<file path="src/hw/rtl/dfa_pkg.sv">
// Shared types, codes and sizes for the table-driven word recognizer.
package dfa_pkg;

   localparam int DFA_NUM_STATES  = 16;
   localparam int DFA_SYMBOL_BITS = 8;

   localparam int STATE_W   = 4;
   localparam int SYMBOL_W  = 8;
   localparam int CMD_W     = 2;
   localparam int VERDICT_W = 2;
   localparam int CSR_IDX_W = 1;
   localparam int CSR_DW    = 16;
   localparam int ENTRY_W   = STATE_W + 1;

   typedef enum logic [CMD_W-1:0] {
      CMD_WRITE = 2'd0,
      CMD_FEED  = 2'd1,
      CMD_EMPTY = 2'd2
   } cmd_type;

   typedef enum logic [VERDICT_W-1:0] {
      VERDICT_NONE   = 2'd0,
      VERDICT_ACCEPT = 2'd1,
      VERDICT_REJECT = 2'd2,
      VERDICT_BLOCK  = 2'd3
   } verdict_type;

   localparam logic [CSR_IDX_W-1:0] CSR_START_STATE = 1'b0;
   localparam logic [CSR_IDX_W-1:0] CSR_FINAL_MASK  = 1'b1;

   // Outcome of one request, also the automaton state it leaves behind.
   typedef struct packed {
      logic [STATE_W-1:0] state;
      logic               blocked;
      logic               active;
      verdict_type        verdict;
      logic               done;
      logic [STATE_W-1:0] present;
   } step_type;

endpackage

</file>
<file path="src/hw/rtl/dfa_step.sv">
// Next-state and verdict logic for one request of the recognizer.
module dfa_step
   import dfa_pkg::*;
#(
   parameter int NUM_STATES = DFA_NUM_STATES
) (
   input  cmd_type              cmd,
   input  logic                 last,
   input  logic [ENTRY_W-1:0]   entry,
   input  logic [STATE_W-1:0]   state,
   input  logic                 blocked,
   input  logic                 active,
   input  logic [STATE_W-1:0]   start_state,
   input  logic [CSR_DW-1:0]    final_mask,
   output step_type             result
);

   logic [STATE_W-1:0] word_state;
   logic               word_blocked;
   logic               hit;

   always_comb begin
      word_state   = active ? state : start_state;
      word_blocked = active ? blocked : 1'b0;
      hit          = entry[ENTRY_W-1] && (int'(word_state) < NUM_STATES);

      result.state   = state;
      result.blocked = blocked;
      result.active  = active;
      result.verdict = VERDICT_NONE;
      result.done    = 1'b0;
      result.present = blocked ? '0 : state;

      case (cmd)
         CMD_FEED: begin
            result.state   = word_state;
            result.blocked = word_blocked;
            result.active  = 1'b1;
            if (!word_blocked) begin
               if (hit) begin
                  result.state = entry[STATE_W-1:0];
               end else begin
                  result.blocked = 1'b1;
               end
            end
            result.present = result.blocked ? '0 : result.state;
            if (last) begin
               result.done = 1'b1;
               if (result.blocked) begin
                  result.verdict = VERDICT_BLOCK;
                  result.state   = '0;
               end else if (final_mask[result.state]) begin
                  result.verdict = VERDICT_ACCEPT;
               end else begin
                  result.verdict = VERDICT_REJECT;
               end
               result.blocked = 1'b0;
               result.active  = 1'b0;
            end
         end
         CMD_EMPTY: begin
            result.state   = start_state;
            result.blocked = 1'b0;
            result.active  = 1'b0;
            result.done    = 1'b1;
            result.present = start_state;
            result.verdict = final_mask[start_state] ? VERDICT_ACCEPT : VERDICT_REJECT;
         end
         default: begin
            // table writes and the unused code leave the word untouched
         end
      endcase
   end

endmodule

</file>
<file path="config.mk">
export PLATFORM = sky130hd
export DESIGN_NAME = dfa_step
export DESIGN_NICKNAME = d
export VERILOG_FILES = /design/src/hw/rtl/dfa_pkg.sv /design/src/hw/rtl/dfa_step.sv
export SDC_FILE = /design/constraint.sdc
export NUM_CORES = 1
export LEC_CHECK = 0
export ABC_AREA = 1
export BUFFER_PORTS_ARGS = -buffer_cell sky130_fd_sc_hd__buf_4
export CORE_MARGIN = 5
export CORE_UTILIZATION = 30
export DETAILED_ROUTE_END_ITERATION = 8
export PLACE_DENSITY = 0.59
export SYNTH_ARGS = -nofsm -noshare
export SYNTH_HDL_FRONTEND = slang
export SYNTH_SLANG_ARGS = --single-unit
</file>
<file path="constraint.sdc">
create_clock -name vclk -period 2.4
set_clock_uncertainty 0.2 [all_clocks]
set_input_delay 0.48 -clock vclk [all_inputs]
set_output_delay 0.48 -clock vclk [all_outputs]
set_load 0.01 [all_outputs]
</file>
### Word-level counts from Yosys, hierarchy flattened

Cells that the tools add are included.

* $lt $le $gt $ge: 2
* equality and inequality tests: 2
* multiplexer cells: 17

Operator list (number)
* case mux 13 bit (2 select lines): 1
* two-way mux 4 bit: 4
* < comparator 4 x 5 -> 1 bit (second input constant): 2
* two-way mux 5 bit: 2
* two-way mux 9 bit: 1
* binary-select mux 1 bit (select 4 bit): 2
* two-way mux 2 bit: 3
* two-way mux 1 bit: 4
* == test 2 x 1 -> 1 bit (second input constant): 1
* == test 2 bit (second input constant): 1

* bits in registers: 0
* input bits: 34
* output and inout bits: 13
* logic and storage cells: 21

### Depth between registers and ports, before layout

Gate-level depths: netlist of run 1.

* word-level depth: 10
* mapped depth: 13
* gate-level depth less buffers: 13

### Worst setup path after synthesis of run 1

No wires, ideal clock.

* kind: input -> output
* start: in cmd[0]
* end: out result[3] in the netlist's numbering
* data arrival time: 1.683 ns
* data required time: 1.720 ns
* path slack: 0.037 ns
* stages: 6
* buffers on the path: 2
* cells stage by stage: inv_1 ha_1 clkbuf_1 inv_1 clkbuf_1 o31ai_1

RTL lines
* from (decl): RTL line dfa_step.sv:7 `input cmd_type cmd,`
* to (decl): RTL line dfa_step.sv:15 `output step_type result`

==> results of run 1 <==
[per-layer routing]
metal,vias to the layer above,share of wire,routed length (um)
met5,-,0,0
met4,0,0.035,133
met3,15,0.10,380
met2,82,0.48,1840
met1,597,0.38,1450
li1,646,-,-
[worst min-delay path by stage]
stage,start,end,slack (ns),depth (start not counted)
4_1_cts,state[0],result[9],1.08,4
2_1_floorplan,blocked,result[3],0.85,1
5_1_grt,state[0],result[9],1.11,4
6_report,state[0],result[9],1.08,4
3_5_place_dp,state[0],result[9],1.07,4
3_3_place_gp,state[0],result[9],1.06,4
[per-stage QoR]
stage,TNS [ns],hold WS [ns]
after floorplan,0,0.853
after global placement,-0.0531,1.06
after detailed placement,-0.0813,1.07
after CTS,-0.00494,1.08
after global routing,-0.240,1.11
final,-0.00743,1.08
[logic make-up after synthesis]
group | Yosys count | synth area share
and+or+nand+nor | 87 | 0.567
AOI/OAI and AO/OA | 37 | 0.291
buffers and inverters | 21 | 0.110
adders and majority gates | 2 | 0.0323
[power breakdown]
group	switching (mW)	total (mW)	internal (mW)
combinational	0.190	0.348	0.159
clock	0	0	0
sequential	0	0	0
total	0.190	0.348	0.159
[cells in the final DEF, fill, tap and decap left out, types with 2 or more instances in the layout]
cell type / count
inv_1: 13
nand3_2: 14
inv_6: 2
nand2_4: 3
nor2_1: 9
a21oi_2: 3
o221ai_1: 3
ha_1: 2
o21ai_1: 3
buf_4: 65
o21ai_0: 17
nand2_2: 5
nand3_1: 16
nand3_4: 2
nand2_1: 34
nand2_8: 5
o22ai_1: 5
[area by class of cell]
class / count / share of cell area
Tap cell: 30 / 0.0251
Inverter: 18 / 0.0570
Multi-Input combinational cell: 128 / 0.570
Timing Repair Buffer: 67 / 0.348
[repair_timing]
action | in CTS | in global routing
setup buffers | 4 | 1
pin swaps | 14 | 13
gates resized for setup | 25 | 14
endpoints found under the setup margin | 2 | 6
gates cloned | 1 | 1
==> metrics, run 1 <==
Critical Path Sink result[5]; final cell count without fillers approximately 240; final design utilization 0.603; count of buffers from port buffering 47; final setup margin -0.00743 ns; Setup WS pre-CTS -0.0650 ns; area of the mapped netlist 774 um2; synthesized area per cell ~5.3 um2; leading cell type by number of instances after synthesis nand2_1; wire length per cell 15.6 um; gr busiest metal met2; status finished, violations left; biggest fanout along the worst timing path 8; GRT Total Usage 0.203; Register Area 0 um2; number of hold buffers added after cts 0; largest delay contributor family on the critical path simple AND/OR/NAND/NOR gates; area fraction of the dominant cell type after synthesis 0.184; areal power density over the cells ~230 nW/um2; violations in the final reports setup timing; largest net degree at the start of global routing 12; Final Cell Area 1490 um2; die width 60.8 um; critical path cell sequence buf_12 -> inv_6 -> nand2_4 -> nand2_4 -> nand2_8 -> nand2_8 -> nand2_1 -> nand3_2 -> nand3_2 -> nand3_2 -> nand2_1 -> nand2_1 -> nand2_1 -> a21oi_2 -> buf_4; final setup violating endpoints 1; Distinct cells, synth 24; number of warning messages in the yosys log 0; max-capacitance violation count 0; antenna violations before repair 0; Worst Path Buf+Inv 3; number of vias in the routed layout 1340; met2 layer usage reported by global route 0.365; leakage power roughly 0.73 nW; library cell contributing the largest single delay on the critical path buf_4; number of standard-cell rows in the floorplan 18; Max Fclk roughly 420 MHz; number of cells produced by synthesis 147; number of iterations in the first detailed-routing pass 4; global placer's final weighted congestion 0.901; sequential element share of the synthesized area 0; initial detailed-routing violation count between 40 and 50; Placed Cells roughly 240; top-level I/O count 47; share of the clock period used by the worst path 1.00; num sequential 0; Final ANT Viol Nets 0; n_diodes 0; setup repair after global routing missed its margin yes; worst min path class in -> out; worst relative slew slack 0.786; top cells by area in the synthesized netlist nand2_1 18%, nand3_1 17%, o21ai_0 13%; nets in the synthesized netlist 183; cell with the most instances on the worst path nand2_1; area growth from synthesis to layout 92.7%; GRT Residual Overflow 0; DRC Markers 0; cell accounting for the most synthesized area nand2_1; die boundary height 60.8 um; DP Wirelength between 2 and 3 mm; Data arrival, critical path 1.73 ns; Total Die Area approximately 3700 um2; core region area approximately 2500 um2; IR drop worst, VDD 127 uV; CP startpoint active; Final Critical Period 2.41 ns; nets around 250; met3 Usage GRT 0.0298; number of clock buffers in the layout 0; crit path launch type input port; top cells by count, synth 38 x nand2_1, 26 x nand3_1, 20 x o21ai_0; pin slew with the least headroom to its limit 0.319 ns; global-route wire length before repair 5.91 mm; final hold vios 0; Critical Path Sink Type primary output; fraction of layout cells with a size suffix above 1 0.488; DP Area 1260 um2; overall power of the completed layout ~350 uW; multi-input gate area in the final layout 851 um2; biggest cell delay along the critical path 0.13 ns; number of filler cells placed in the layout about 240; type of the worst setup path in -> out; depth of the critical timing path with buffers and inverters included 15; number of pins with negative max-slew slack in the final report 0; CP required 1.72 ns; met1 layer usage reported by global route 0.253; number of global-route vias before repair 1256; total wire length after detailed routing 3.80 mm; initial cell density of the core 0.313; via-per-instance ratio 5.51
Note: power is estimated with default switching activity, not from simulation.
==> run 2: changes to the inputs <==
Settings changed: CORE_UTILIZATION 30 to 40, PLACE_DENSITY 0.59 to 0.75.
Clock period 2.4 ns to 2.5 ns, I/O delays scaled along.
==> run 2 against run 1 <==
Effect of this change:
- the run still ends with setup timing left
- critical path depth shrank 6
- critical path type unchanged
- largest power group unchanged
- combinational power shrank 6.0%
- highest routed layer unchanged
- non-clock buffer count is 10 lower
- via count shrank 2.2%
==> metrics, run 2 (synthesis results as in run 1) <==
status finished, violations left; violations in the final reports setup timing; GRT Total Usage 0.206; final hold vios 0; Internal Pwr Total 144 uW; Total Die Area 2920 um2; wire length per cell 16.1 um; number of iterations in the first detailed-routing pass 5; via-per-instance ratio 5.72; type of the worst setup path in -> out; number of global-route vias before repair 1128; Register Area 0 um2; largest net degree at the start of global routing 12; leakage power roughly 0.68 nW; biggest fanout along the worst timing path 4; number of pins with negative max-slew slack in the final report 0; pin slew with the least headroom to its limit 0.290 ns; top-level I/O count 47; num sequential 0; nets between 200 and 250; switching part of the total 0.560; area growth from synthesis to layout 85.8%; final setup margin -0.0367 ns; final cell count without fillers 229; most frequent standard cell in the layout excluding fill and tap cells buf_4; fraction of layout cells with a size suffix above 1 0.485; Combinational Power Share 1.000; CP required 1.80 ns; setup repair after global routing missed its margin yes; antenna violations before repair 0; Critical Path Sink Type primary output; GRT Residual Overflow 0; number of standard-cell rows in the floorplan 16; areal power density over the cells 227 nW/um2; Max Fclk 394 MHz; final setup violating endpoints 1; Final Cell Area 1440 um2; die boundary height between 50 and 60 um; Final ANT Viol Nets 0; hold_ws 1.12 ns; max-capacitance violation count 0; crit path launch type input port; DRC Markers 0; global placer's final weighted congestion 0.895; n_diodes 0; highest-count cells in the layout ignoring fill and taps 55 x buf_4, 32 x nand2_1, 16 x o21ai_0, 16 x nand3_1; initial cell density of the core 0.407; DP Area 1200 um2; total wire length after detailed routing 3.68 mm; core region area 1900 um2; Clock power frac 0; number of vias in the routed layout ~1300; Psw around 180 uW; share of the clock period used by the worst path 1.01; count of buffers from port buffering 47; worst min path class in -> out; sequential fraction of design power 0; IR drop worst, VDD 144 uV; Placed Cells approximately 230; die width ~54 um; initial detailed-routing violation count 85; number of clock buffers in the layout 0; Data arrival, critical path ~1.8 ns; worst relative slew slack 0.806; global-route wire length before repair 4.71 mm; Final Critical Period around 2.5 ns; DP Wirelength around 2.4 mm; number of hold buffers added after cts 0
## run 2: per-stage QoR
step           power (mW)  TNS [ns]  utilization  setup slack, ns
6_report            0.327   -0.0367        0.757          -0.0367
5_1_grt             0.351    -0.234        0.757           -0.141
4_1_cts             0.258         0        0.639           0.0119
3_5_place_dp        0.255   -0.0344        0.632          -0.0344
3_3_place_gp        0.253   -0.0149        0.632          -0.0149
2_1_floorplan       0.139         0            -           0.0968
## run 2: power groups by stage
stage / clock (mW) / combinational (mW) / sequential, mW
floorplan: 0 / 0.139 / 0
global placement: 0 / 0.253 / 0
detailed placement: 0 / 0.255 / 0
CTS: 0 / 0.258 / 0
global route: 0 / 0.351 / 0
finish: 0 / 0.327 / 0
## run 2: per-layer routing
layer  wire length, um  vias to the layer above  GRT usage
li1                  -                      621          -
met1              1360                      591      0.275
met2              1880                       92      0.381
met3               385                        7    0.00554
met4                51                        0     0.0124
met5                 0                        -          0
## run 2: cell type report
cell class                 count  area [um2]
multi-input combinational    127         857
fill                         145         463
tap                           27        33.8
timing repair buffer          57         448
inverter                      18         100
## run 2: worst paths after layout
| path | from | to | slack [ns] | depth (start not counted) |
|---|---|---|---|---|
| hold / removal | state[0] | result[9] | 1.12 | 4 |
| setup / recovery | cmd[1] | result[1] | -0.04 | 9 |
## run 2: critical path, cell delays in order
cell and delay, ns:
buf_4 0.11, inv_1 0.05, ha_1 0.19, inv_1 0.09
buf_4 0.16, o32ai_1 0.32, nand2_1 0.11, o21ai_0 0.13
buf_4 0.18
## run 2: timing repair
action	in CTS	in global routing
buffers inserted	1	2
resized for setup	1	48
pin swaps	0	15
gates cloned	0	1
endpoints found under the setup margin	1	2
